### src/bns_pkg.sv
// Shared types and constants for the buzzer note sequencer.
// No dependencies; every other file refers to this package by scoped name.
package bns_pkg;

    // Field widths fixed by the item formats
    localparam int NOTE_W   = 8;
    localparam int DUR_W    = 8;
    localparam int PHASE_W  = 16;

    // Configuration port
    localparam int CFG_IDX_W  = 2;
    localparam int CFG_DATA_W = 16;

    localparam logic [CFG_IDX_W-1:0] CFG_VARIO_TONE   = 2'd0;
    localparam logic [CFG_IDX_W-1:0] CFG_VARIO_PERIOD = 2'd1;
    localparam logic [CFG_IDX_W-1:0] CFG_VARIO_FILL   = 2'd2;

    // Register reset values
    localparam logic [NOTE_W-1:0]  VARIO_TONE_RST   = 8'd0;
    localparam logic [PHASE_W-1:0] VARIO_PERIOD_RST = 16'd800;
    localparam logic [PHASE_W-1:0] VARIO_FILL_RST   = 16'd50;

    localparam logic [NOTE_W-1:0]  TONE_SILENT = 8'h00;

    // Item operation codes
    typedef enum logic [0:0] {
        OP_TICK = 1'b0,
        OP_ENQ  = 1'b1
    } t_op;

    // Input item as seen on the ports
    typedef struct packed {
        logic              op;
        logic [NOTE_W-1:0] note_code;
        logic [DUR_W-1:0]  duration_ms;
    } t_in_item;

    // Classified command between front and back
    typedef struct packed {
        t_op               op;
        logic [NOTE_W-1:0] note_code;
        logic [DUR_W-1:0]  duration_ms;
    } t_cmd;

    // Result item
    typedef struct packed {
        logic [NOTE_W-1:0] tone_now;
        logic              tone_written;
        logic              busy_res;
        logic              dropped;
    } t_res_item;

    // Status from the back end
    typedef struct packed {
        logic exec;     // a command was carried out this cycle
        logic drop;     // that command was an enqueue that was discarded
        logic nq_full;  // note queue holds its full depth
    } t_back_stat;

endpackage

### src/bns_front.sv
// Front end: accepts input items, classifies them and holds them in a
// two-entry command queue. Depends on bns_pkg.
module bns_front (
    input  logic              i_clk,
    input  logic              i_rst_n,
    input  logic              push,
    output logic              full,
    input  bns_pkg::t_in_item i_in_item,
    output logic              o_cmd_valid,
    output bns_pkg::t_cmd     o_cmd,
    input  logic              i_cmd_take
);

    bns_pkg::t_cmd r_slot [2];
    logic          r_wr_ptr, r_rd_ptr;
    logic [1:0]    r_cnt, n_cnt;
    logic          accept, take;
    bns_pkg::t_cmd cmd_in;

    // Classify the incoming item
    always_comb begin
        cmd_in.op          = bns_pkg::t_op'(i_in_item.op);
        cmd_in.note_code   = i_in_item.note_code;
        cmd_in.duration_ms = i_in_item.duration_ms;
    end

    assign full        = (r_cnt == 2'd2);
    assign accept      = push && !full;
    assign o_cmd_valid = (r_cnt != 2'd0);
    assign take        = i_cmd_take && o_cmd_valid;
    assign o_cmd       = r_slot[r_rd_ptr];

    always_comb begin
        n_cnt = r_cnt;
        if (accept && !take) begin
            n_cnt = r_cnt + 2'd1;
        end else if (take && !accept) begin
            n_cnt = r_cnt - 2'd1;
        end
    end

    // Advance pointers and count
    always_ff @(posedge i_clk) begin
        if (!i_rst_n) begin
            r_wr_ptr <= 1'b0;
            r_rd_ptr <= 1'b0;
            r_cnt    <= 2'd0;
        end else begin
            r_cnt <= n_cnt;
            if (accept) begin
                r_wr_ptr <= ~r_wr_ptr;
            end
            if (take) begin
                r_rd_ptr <= ~r_rd_ptr;
            end
        end
    end

    // Store the item
    always_ff @(posedge i_clk) begin
        if (accept) begin
            r_slot[r_wr_ptr] <= cmd_in;
        end
    end

endmodule

### src/bns_res_queue.sv
// Two-entry result queue that parts the back end from the result port.
// Depends on bns_pkg.
module bns_res_queue (
    input  logic               i_clk,
    input  logic               i_rst_n,
    input  logic               i_push,
    input  bns_pkg::t_res_item i_item,
    output logic               o_ready,
    output logic               empty,
    input  logic               pop,
    output bns_pkg::t_res_item o_res_item
);

    bns_pkg::t_res_item r_slot [2];
    logic               r_wr_ptr, r_rd_ptr;
    logic [1:0]         r_cnt, n_cnt;
    logic               wr, rd;

    assign o_ready    = (r_cnt != 2'd2);
    assign empty      = (r_cnt == 2'd0);
    assign wr         = i_push && o_ready;
    assign rd         = pop && !empty;
    assign o_res_item = r_slot[r_rd_ptr];

    always_comb begin
        n_cnt = r_cnt;
        if (wr && !rd) begin
            n_cnt = r_cnt + 2'd1;
        end else if (rd && !wr) begin
            n_cnt = r_cnt - 2'd1;
        end
    end

    // Advance pointers and count
    always_ff @(posedge i_clk) begin
        if (!i_rst_n) begin
            r_wr_ptr <= 1'b0;
            r_rd_ptr <= 1'b0;
            r_cnt    <= 2'd0;
        end else begin
            r_cnt <= n_cnt;
            if (wr) begin
                r_wr_ptr <= ~r_wr_ptr;
            end
            if (rd) begin
                r_rd_ptr <= ~r_rd_ptr;
            end
        end
    end

    // Store the result
    always_ff @(posedge i_clk) begin
        if (wr) begin
            r_slot[r_wr_ptr] <= i_item;
        end
    end

endmodule

### src/bns_back.sv
// Back end: configuration registers, note queue, countdown and vario phase;
// carries out one command per cycle while the result queue has room. Depends on bns_pkg.
module bns_back #(
    parameter int QUEUE_DEPTH = 8
) (
    input  logic                             i_clk,
    input  logic                             i_rst_n,
    input  logic                             i_cfg_we,
    input  logic [bns_pkg::CFG_IDX_W-1:0]    i_cfg_idx,
    input  logic [bns_pkg::CFG_DATA_W-1:0]   i_cfg_data,
    input  logic                             i_cmd_valid,
    input  bns_pkg::t_cmd                    i_cmd,
    output logic                             o_cmd_take,
    input  logic                             i_res_ready,
    output logic                             o_res_push,
    output bns_pkg::t_res_item               o_res,
    output bns_pkg::t_back_stat              o_stat
);

    localparam int PTR_W = $clog2(QUEUE_DEPTH);
    localparam int CNT_W = $clog2(QUEUE_DEPTH + 1);
    localparam int ENT_W = bns_pkg::NOTE_W + bns_pkg::DUR_W;
    localparam logic [PTR_W-1:0] PTR_LAST = PTR_W'(QUEUE_DEPTH - 1);
    localparam logic [CNT_W-1:0] CNT_FULL = CNT_W'(QUEUE_DEPTH);

    // Configuration
    logic [bns_pkg::NOTE_W-1:0]  r_vario_tone;
    logic [bns_pkg::PHASE_W-1:0] r_vario_period;
    logic [bns_pkg::PHASE_W-1:0] r_vario_fill;

    // Sequencer state
    logic [bns_pkg::DUR_W-1:0]   r_countdown, n_countdown;
    logic [bns_pkg::NOTE_W-1:0]  r_tone, n_tone;
    logic [bns_pkg::PHASE_W-1:0] r_phase, n_phase;
    logic [PTR_W-1:0]            r_head, n_head, r_tail;
    logic [CNT_W-1:0]            r_ncnt;

    // Note queue memory and registered head entry
    logic [ENT_W-1:0] r_mem [QUEUE_DEPTH];
    logic [ENT_W-1:0] r_head_data;
    logic [ENT_W-1:0] wr_entry;

    logic                        exec, is_enq, q_full, enq, drop, tick;
    logic [bns_pkg::DUR_W-1:0]   cnt_dec, cnt_after;
    logic                        note_end, do_pop, vario_on, wrote;
    logic [bns_pkg::NOTE_W-1:0]  tone_mid, want;
    logic [bns_pkg::PHASE_W:0]   ph_inc;
    logic [bns_pkg::PHASE_W-1:0] ph_wrap;

    function automatic logic [PTR_W-1:0] next_slot(input logic [PTR_W-1:0] p);
        next_slot = (p == PTR_LAST) ? '0 : p + PTR_W'(1);
    endfunction

    // Classify the command at the head of the command queue
    assign exec       = i_cmd_valid && i_res_ready;
    assign o_cmd_take = exec;
    assign is_enq     = (i_cmd.op == bns_pkg::OP_ENQ);
    assign q_full     = (r_ncnt == CNT_FULL);
    assign enq        = exec && is_enq && !q_full;
    assign drop       = exec && is_enq && q_full;
    assign tick       = exec && !is_enq;
    assign wr_entry   = {i_cmd.note_code, i_cmd.duration_ms};

    // Tick: count down, pop, step the vario phase, pick the tone
    always_comb begin
        cnt_dec   = (r_countdown != '0) ? r_countdown - 8'd1 : '0;
        note_end  = (r_countdown == 8'd1);
        do_pop    = (cnt_dec == '0) && (r_ncnt != '0);
        cnt_after = do_pop ? r_head_data[bns_pkg::DUR_W-1:0] : cnt_dec;
        if (do_pop) begin
            tone_mid = r_head_data[ENT_W-1:bns_pkg::DUR_W];
        end else if (note_end) begin
            tone_mid = bns_pkg::TONE_SILENT;
        end else begin
            tone_mid = r_tone;
        end

        ph_inc  = {1'b0, r_phase} + 17'd1;
        ph_wrap = (ph_inc >= {1'b0, r_vario_period}) ? '0 : ph_inc[bns_pkg::PHASE_W-1:0];
        want    = (ph_wrap <= r_vario_fill) ? r_vario_tone : bns_pkg::TONE_SILENT;

        vario_on = (cnt_after == '0);
        wrote    = note_end || do_pop || (vario_on && (tone_mid != want));
    end

    // Next state
    always_comb begin
        n_countdown = r_countdown;
        n_tone      = r_tone;
        n_phase     = r_phase;
        n_head      = r_head;
        if (tick) begin
            n_countdown = cnt_after;
            n_tone      = vario_on ? want : tone_mid;
            n_phase     = ph_wrap;
            if (do_pop) begin
                n_head = next_slot(r_head);
            end
        end
    end

    // Form the result
    always_comb begin
        o_res_push = exec;
        if (is_enq) begin
            o_res.tone_now     = r_tone;
            o_res.tone_written = 1'b0;
            o_res.busy_res     = (r_countdown != '0);
            o_res.dropped      = q_full;
        end else begin
            o_res.tone_now     = n_tone;
            o_res.tone_written = wrote;
            o_res.busy_res     = (cnt_after != '0);
            o_res.dropped      = 1'b0;
        end
        o_stat.exec    = exec;
        o_stat.drop    = drop;
        o_stat.nq_full = q_full;
    end

    // Configuration writes
    always_ff @(posedge i_clk) begin
        if (!i_rst_n) begin
            r_vario_tone   <= bns_pkg::VARIO_TONE_RST;
            r_vario_period <= bns_pkg::VARIO_PERIOD_RST;
            r_vario_fill   <= bns_pkg::VARIO_FILL_RST;
        end else if (i_cfg_we) begin
            unique case (i_cfg_idx)
                bns_pkg::CFG_VARIO_TONE: begin
                    r_vario_tone <= i_cfg_data[bns_pkg::NOTE_W-1:0];
                end
                bns_pkg::CFG_VARIO_PERIOD: begin
                    r_vario_period <= i_cfg_data;
                end
                bns_pkg::CFG_VARIO_FILL: begin
                    r_vario_fill <= i_cfg_data;
                end
                default: begin
                end
            endcase
        end
    end

    // Sequencer and queue pointers
    always_ff @(posedge i_clk) begin
        if (!i_rst_n) begin
            r_countdown <= '0;
            r_tone      <= bns_pkg::TONE_SILENT;
            r_phase     <= '0;
            r_head      <= '0;
            r_tail      <= '0;
            r_ncnt      <= '0;
        end else begin
            r_countdown <= n_countdown;
            r_tone      <= n_tone;
            r_phase     <= n_phase;
            r_head      <= n_head;
            if (enq) begin
                r_tail <= next_slot(r_tail);
                r_ncnt <= r_ncnt + CNT_W'(1);
            end else if (tick && do_pop) begin
                r_ncnt <= r_ncnt - CNT_W'(1);
            end
        end
    end

    // Write the note queue; fetch the next head entry, forwarding a new write
    always_ff @(posedge i_clk) begin
        if (enq) begin
            r_mem[r_tail] <= wr_entry;
        end
        if (enq && (r_tail == n_head)) begin
            r_head_data <= wr_entry;
        end else begin
            r_head_data <= r_mem[n_head];
        end
    end

endmodule

### src/buzzer_note_sequencer_core.sv
// Top level of the buzzer note sequencer: front end, back end, result queue.
// Depends on bns_pkg, bns_front, bns_back and bns_res_queue.
//
//  channel   handshake          payload                       direction
//  input     push / full        i_in_item (op, note, dur)     in
//  result    empty / pop        o_res_item (tone, flags)      out
//  config    i_cfg_we           i_cfg_idx, i_cfg_data         in
//
// One item per cycle sustained while neither side stalls; the back end carries
// out each item in the cycle in which it takes it. An accepted item waits in
// the command queue until the back end takes it; its result then waits in the
// result queue until popped. Reset is synchronous and needs no clearing pass:
// note queue entries are only used after they are written. Either side may
// stall on its own; the two-entry queues keep the flow going meanwhile.
module buzzer_note_sequencer_core #(
    parameter int QUEUE_DEPTH = 8
) (
    input  logic                           i_clk,
    input  logic                           i_rst_n,
    input  logic                           push,
    output logic                           full,
    input  bns_pkg::t_in_item              i_in_item,
    output logic                           empty,
    input  logic                           pop,
    output bns_pkg::t_res_item             o_res_item,
    input  logic                           i_cfg_we,
    input  logic [bns_pkg::CFG_IDX_W-1:0]  i_cfg_idx,
    input  logic [bns_pkg::CFG_DATA_W-1:0] i_cfg_data
);

    logic                cmd_valid, cmd_take, res_ready, res_push;
    bns_pkg::t_cmd       cmd;
    bns_pkg::t_res_item  res;
    bns_pkg::t_back_stat stat;

    // Accept and classify
    bns_front u_front (
        .i_clk       (i_clk),
        .i_rst_n     (i_rst_n),
        .push        (push),
        .full        (full),
        .i_in_item   (i_in_item),
        .o_cmd_valid (cmd_valid),
        .o_cmd       (cmd),
        .i_cmd_take  (cmd_take)
    );

    // Carry out
    bns_back #(
        .QUEUE_DEPTH (QUEUE_DEPTH)
    ) u_back (
        .i_clk       (i_clk),
        .i_rst_n     (i_rst_n),
        .i_cfg_we    (i_cfg_we),
        .i_cfg_idx   (i_cfg_idx),
        .i_cfg_data  (i_cfg_data),
        .i_cmd_valid (cmd_valid),
        .i_cmd       (cmd),
        .o_cmd_take  (cmd_take),
        .i_res_ready (res_ready),
        .o_res_push  (res_push),
        .o_res       (res),
        .o_stat      (stat)
    );

    // Hold results for the consumer
    bns_res_queue u_res_queue (
        .i_clk      (i_clk),
        .i_rst_n    (i_rst_n),
        .i_push     (res_push),
        .i_item     (res),
        .o_ready    (res_ready),
        .empty      (empty),
        .pop        (pop),
        .o_res_item (o_res_item)
    );

`ifndef SYNTHESIS
    // The back end only takes a command that the front end holds
    a_take_valid: assert property (@(posedge i_clk) disable iff (!i_rst_n)
        cmd_take |-> cmd_valid)
        else $error("command taken from an empty command queue");

    // An accepted item is registered in the command queue, waiting for the back end
    a_push_lands: assert property (@(posedge i_clk) disable iff (!i_rst_n)
        (push && !full) |=> cmd_valid)
        else $error("accepted item missing from command queue");

    // An enqueue is discarded only when the note queue is full
    a_drop_full: assert property (@(posedge i_clk) disable iff (!i_rst_n)
        (stat.exec && stat.drop) |-> stat.nq_full)
        else $error("enqueue dropped while note queue had room");

    // Every carried-out command produces a result pushed into the result queue
    a_exec_push: assert property (@(posedge i_clk) disable iff (!i_rst_n)
        stat.exec |-> (res_push && res_ready))
        else $error("command carried out without room for its result");
`endif

endmodule
### config.mk
export PLATFORM = sky130hd
export DESIGN_NAME = buzzer_note_sequencer_core
export DESIGN_NICKNAME = d
export VERILOG_FILES = /design/src/bns_pkg.sv /design/src/bns_front.sv /design/src/bns_res_queue.sv /design/src/bns_back.sv /design/src/buzzer_note_sequencer_core.sv
export SDC_FILE = /design/constraint.sdc
export NUM_CORES = 1
export LEC_CHECK = 0
export BUFFER_PORTS_ARGS = -buffer_cell sky130_fd_sc_hd__buf_4
export CAP_MARGIN = 20
export CORE_ASPECT_RATIO = 0.9
export CORE_MARGIN = 2
export CORE_UTILIZATION = 25
export CTS_CLUSTER_DIAMETER = 100
export DETAILED_ROUTE_END_ITERATION = 8
export GPL_ROUTABILITY_DRIVEN = 1
export PLACE_DENSITY = 0.37
export SYNTH_ARGS = -nofsm -noshare
export SYNTH_HDL_FRONTEND = slang
export SYNTH_HIERARCHICAL = 1
export SYNTH_SLANG_ARGS = --single-unit
### constraint.sdc
create_clock -name i_clk -period 5.1 [get_ports i_clk]
set_input_delay 0.51 -clock i_clk [delete_from_list [all_inputs] [get_ports i_clk]]
set_output_delay 0.51 -clock i_clk [all_outputs]
set_load 0.05 [all_outputs]
**After elaboration in Yosys (flattened, before gate mapping)**

Memories as Yosys holds them, arrays and structs flattened. A register that Yosys moved wholly into a read port is not among the register bits.
Index checks and enable logic that the tools add are counted.

- Output and inout bits: 13
- Register bits after elaboration: 90
- Bits in writable memories: 184
- Memories: 3
- Logic and storage cells: 111
- Bits of input ports: 40

Memories:

| memory | depth | width | rd ports | clocked after memory_dff | write ports | line | source |
|---|---|---|---|---|---|---|---|
| u_back.r_mem | 8 | 16 | 1 | 1 | 1 | bns_back.sv:39 | `logic [ENT_W-1:0] r_mem [QUEUE_DEPTH];` |
| u_front.r_slot | 2 | 17 | 1 | 1 | 1 | bns_front.sv:14 | `bns_pkg::t_cmd r_slot [2];` |
| u_res_queue.r_slot | 2 | 11 | 1 | 1 | 1 | bns_res_queue.sv:14 | `bns_pkg::t_res_item r_slot [2];` |

- Mux-type cells: 29
- Bitwise logic cells: 4
- Equality and inequality tests: 9
- $add $sub $neg: 10
- Order comparisons: 2
- Reductions and logical operators: 39

Operators by type and width:

| operator | count |
|---|---|
| 8-bit two-way mux | 7 |
| 16-bit by 1-bit adder with 17-bit output (second input constant) | 1 |
| 17-bit by 16-bit >= comparator with 1-bit output | 1 |
| 16-bit less-or-equal comparator | 1 |
| 8-bit logical NOT | 2 |
| 16-bit two-way mux | 1 |
| 8-bit nonzero test | 2 |
| 1-bit logical AND | 15 |
| 3-bit two-way mux | 4 |
| 11-bit two-way mux | 1 |
| 1-bit two-way mux | 10 |
| 8-bit by 1-bit equality test with 1-bit output (second input constant) | 1 |
| 1-bit logical NOT | 8 |
| 2-bit two-way mux | 4 |
| 4-bit two-way mux | 2 |
| 8-bit inequality test | 1 |
| 2-bit nonzero test | 4 |
| 8-bit by 1-bit subtractor with 8-bit output (second input constant) | 1 |
| 3-bit by 1-bit adder with 3-bit output (second input constant) | 2 |
| 3-bit equality test (second input constant) | 2 |
| 2-bit AND reduction | 3 |
| 2-bit by 1-bit adder with 2-bit output (second input constant) | 2 |
| 4-bit by 1-bit adder with 4-bit output (second input constant) | 1 |
| 2-bit equality test (second input constant) | 2 |
| other kinds (9) | 15 |

**Logic depth before layout (Yosys ltp)**

- Depth in word-level cells: 9
- Gate-level depth with buffers: 27
- Mapped depth without buffers: 24

**Modules after synthesis**

The synthesis kept the hierarchy.

Modules (own cells, without submodules):

| module | sequential area each (um^2) | area an instance (um^2) | cells an instance | instances |
|---|---|---|---|---|
| bns_back | 5545.3 | 10401.2 | 915 | 1 |
| bns_front | 1121.1 | 1461.4 | 78 | 1 |
| bns_res_queue | 760.7 | 1029.7 | 58 | 1 |

**Worst setup path before layout**

Ideal clock, no wire load.

- Path kind: reg2reg
- From: register u_back/r_phase[0] (netlist bit)
- To: memory u_res_queue/r_slot[0][2] (netlist bit), data pin
- Data arrival time: 5292 ps
- Clock period less this slack: 5563 ps
- Cell stages (with the launch flop): 28
- Slack: -463 ps
- Cell sequence: dfxtp_1 ha_1 nand3_1 nor2_1 nand2_1 nor2_1 xnor2_1 ha_1 a21o_1 a21o_1 a21oi_1 a21oi_1 a221o_1 clkbuf_1 nor2_1 clkbuf_1 and2_1 ha_1 nor2b_1 o211ai_1 a21oi_1 o31ai_1 a22o_1 clkbuf_1 inv_1 o32a_1 a221oi_1 a31oi_1

RTL lines:

| what | line | source |
|---|---|---|
| start: declaration | bns_back.sv:34 | `logic [bns_pkg::PHASE_W-1:0] r_phase, n_phase;` |
| start signal: assignment | bns_back.sv:156 | `r_phase <= n_phase;` |
| end: declaration | bns_res_queue.sv:14 |  |

==> summary.md <==
Among cell families on the critical path, the largest total delay comes from compound AO/OA/AOI/OAI gates. The cell count after synthesis came out at 1046. The logs give 207 MHz for the maximum clock frequency and 0 for the number of hold violations in the final report.

The total core area was 0.0507 mm²; the net total in the final layout was 1219. For the final database, setup skew stands at 0.0225 ns. Entering global routing, the biggest net connects 57 pins. For this block, the via count after detailed routing is 8259. The power share of the sequential group is 0.369. The worst hold path begins at i_in_item[4].

For this design the total switching power over the nets is 2.92 mW. For the first-pass iteration count of the detailed router, the log shows 5. The class of the most critical hold timing path is input port to flip-flop. The slowest cell on the critical path was sky130_fd_sc_hd__a221o_2.

For the leakage power summed over all cells, the log shows 5.63 nW. The floorplan has 78 rows. From synthesis to final layout, the design area changed by 21.3%. The cell depth of the worst min-delay path was 1. The tools report the clock tree root buffer cell as sky130_fd_sc_hd__clkbuf_16.

Most common library cell in the layout ignoring fill and taps: sky130_fd_sc_hd__edfxtp_1. The first global-routing pass estimated 50200 µm of wire. From left edge to right edge, the die measures 243 µm.

The diode insertion count for antenna repair was 0; the per-instance average area after synthesis was 12.3 µm². After clock tree synthesis, the clock-pin slew on the worst setup and hold paths is 0.05 ns. The clock drives 279 sinks. TritonCTS built the clock tree. After detailed routing, the average wire length per cell comes to 17.5 µm.

The fraction of power spent switching nets is 0.348, and the pin slew with the least headroom to its limit is 0.962 ns. Using the TritonRoute via totals, the vias-per-cell ratio works out to 4.49. The tool flagged a number of max-cap violations equal to 0. After the first detailed-routing iteration, the DRC count stood at 533.

Summed over all layers, the global routing overflow is 0. During synthesis, Yosys emitted a total of 6 warnings. For the worst endpoint data arrival time, the log shows 5.10 ns. The finished layout holds 1840 standard cells, fillers aside. The top-level I/O count was 53; the number of slew-limit violations in the final report was 0. In this run, placement finished with an instance count of 1770.

The combined global-route utilization of all metal layers is 0.123, and the source-to-sink clock delay at the later pin of the worst-skew pair is 0.56 ns. The required time at the endpoint of the critical path was 5.37 ns; the number of nets with antenna violations after detailed routing was 0. At the end of routability-driven placement, the weighted congestion stood at 0.776.

The nature of the critical path startpoint is a flip-flop. The total non-filler cell area in the finished layout came out at 0.0156 mm². The critical path is of the flip-flop to flip-flop type. The maximum fanout count along the critical path was 9.

In this run the critical register-to-register path is captured at u_res_queue/r_slot[0][2]. The via count of the first global-routing pass is 8250, and the summed instance area of the synthesized netlist is 0.0129 mm². CTS built an H-tree with a depth of 2. The internal portion of the total power is 5.47 mW. The initial core utilization was 0.254; the peak per-stage delay on the critical path was 0.45 ns. The logs give 0 for the number of failing setup endpoints in the final timing report and 0.140 ns for the final hold slack. The worst reg2reg path depth came out at 26. The area of the die was 0.0533 mm²; the overall power of the completed layout was 8.39 mW. The run finished with clean final reports.

The tools report the post-placement cell area as 0.0143 mm². The share of power burned in the clock network is 0.293, and the buffers plus inverters on the worst setup path is 2. The clock period could shrink to 4.83 ns. The number of buffers inserted for hold repair after clock tree synthesis came out at 0. The number of antenna violations at the first check in global routing is 0. The logic gate share of total power is 0.338. The run gives 35 as the TritonCTS buffer count.

The share of cells above drive strength 1 is 0.232, and the headroom to the max-slew limit is 0.341. Start of the worst register-to-register path: u_back/r_phase[1]. The power density over the cells came out at 538 mW/mm². The worst hold path terminates at u_front/r_slot[1][4]. Number of filler instances in the final layout: 5121. The maximum root-to-sink buffer count came out at 3. Leaving out fill and tap cells, the most frequent cells in the layout are 184 x sky130_fd_sc_hd__edfxtp_1, 103 x sky130_fd_sc_hd__buf_4, 103 x sky130_fd_sc_hd__nand2_1. IR analysis of the VDD net gives a maximum drop of 0.224 mV. Summed over all nets, the half-perimeter wirelength after detailed placement is 21500 µm. In the routed design, unresolved DRC markers number 0. The final period utilization was 0.947; the number of nets produced by synthesis was 1130.

Buffers placed on the I/O ports in this run total 52. The detailed-route wire length is 32300 µm, and the register-to-register path setup slack is 0.27 ns. The worst setup path is captured at a flip-flop.

The height of the die was 219 µm.
worst max path at each step:
stage	end	start	slack (ns)	cells after the start
after floorplan	u_res_queue/r_slot[0][2]	u_back/r_phase[0]	0.002	27
after global placement	u_res_queue/r_slot[0][2]	u_back/r_phase[1]	0.0001	24
after global routing	u_res_queue/r_slot[0][2]	u_back/r_phase[1]	-0.003	25
final	u_res_queue/r_slot[0][2]	u_back/r_phase[1]	0.27	26
after CTS	u_res_queue/r_slot[0][2]	u_back/r_phase[1]	0.002	24
after detailed placement	u_res_queue/r_slot[0][2]	u_back/r_phase[1]	-0.04	24
flip-flops by register name (all words and copies together) (netlist names), 3 cells and up, named ones only:
signal	cells
u_back/r_countdown	8
u_back/r_head	3
u_back/r_mem	128
u_back/r_ncnt	4
u_back/r_phase	16
u_back/r_tail	3
u_back/r_tone	8
u_back/r_vario_fill	16
u_back/r_vario_period	16
u_back/r_vario_tone	8
u_front/r_slot	34
u_res_queue/r_slot	22
worst register-to-register path, delay by kind of cell (launching register included):
family / cells / cell delay (ns)
compound gates: 12 / 2.16
fa+ha+maj: 3 / 0.60
buf+inv: 2 / 0.36
xor+xnor: 1 / 0.09
flops: 1 / 0.35
simple gates: 8 / 0.99
layout make-up:
| cell class | instances | area, µm² | area share |
|---|---|---|---|
| repair buffers | 106 | 823 | 0.0528 |
| well taps | 680 | 851 | 0.0545 |
| inverters | 46 | 173 | 0.0111 |
| clock inverters | 9 | 131 | 0.00842 |
| multi-input cells | 667 | 5190 | 0.332 |
| flip-flops and latches | 279 | 7430 | 0.477 |
| clock buffers | 53 | 1000 | 0.0643 |
timing repair:
item / CTS / global route
setup endpoints to repair: 2 / 12
pin swaps: 2 / 17
gates cloned: 1 / 0
gates resized for setup: 2 / 27
setup buffers: 0 / 7
power by group through the flow:
stage,clock [mW],combinational (mW),sequential (mW)
detailed placement,0,2.83,3.14
global placement,0,2.84,3.14
CTS,2.56,2.85,3.10
finish,2.46,2.84,3.09
floorplan,0,2.14,3.01
global route,2.65,3.14,3.14
metrics by stage:
step                setup WS [ns]   util  setup TNS (ns)
CTS                       0.00165  0.305               0
detailed placement        -0.0449  0.282         -0.0898
global route             -0.00293  0.308        -0.00298
global placement         0.000147  0.282               0
finish                      0.273  0.308               0
floorplan                 0.00154      -               0
metal layers:
layer,share of wire,vias to the layer above,global-route usage
li1,-,4032,-
met1,0.50,4033,0.176
met2,0.44,148,0.186
met3,0.036,46,0.0227
met4,0.022,0,0.0423
met5,0,-,0
(Power assumes the default switching activity.)
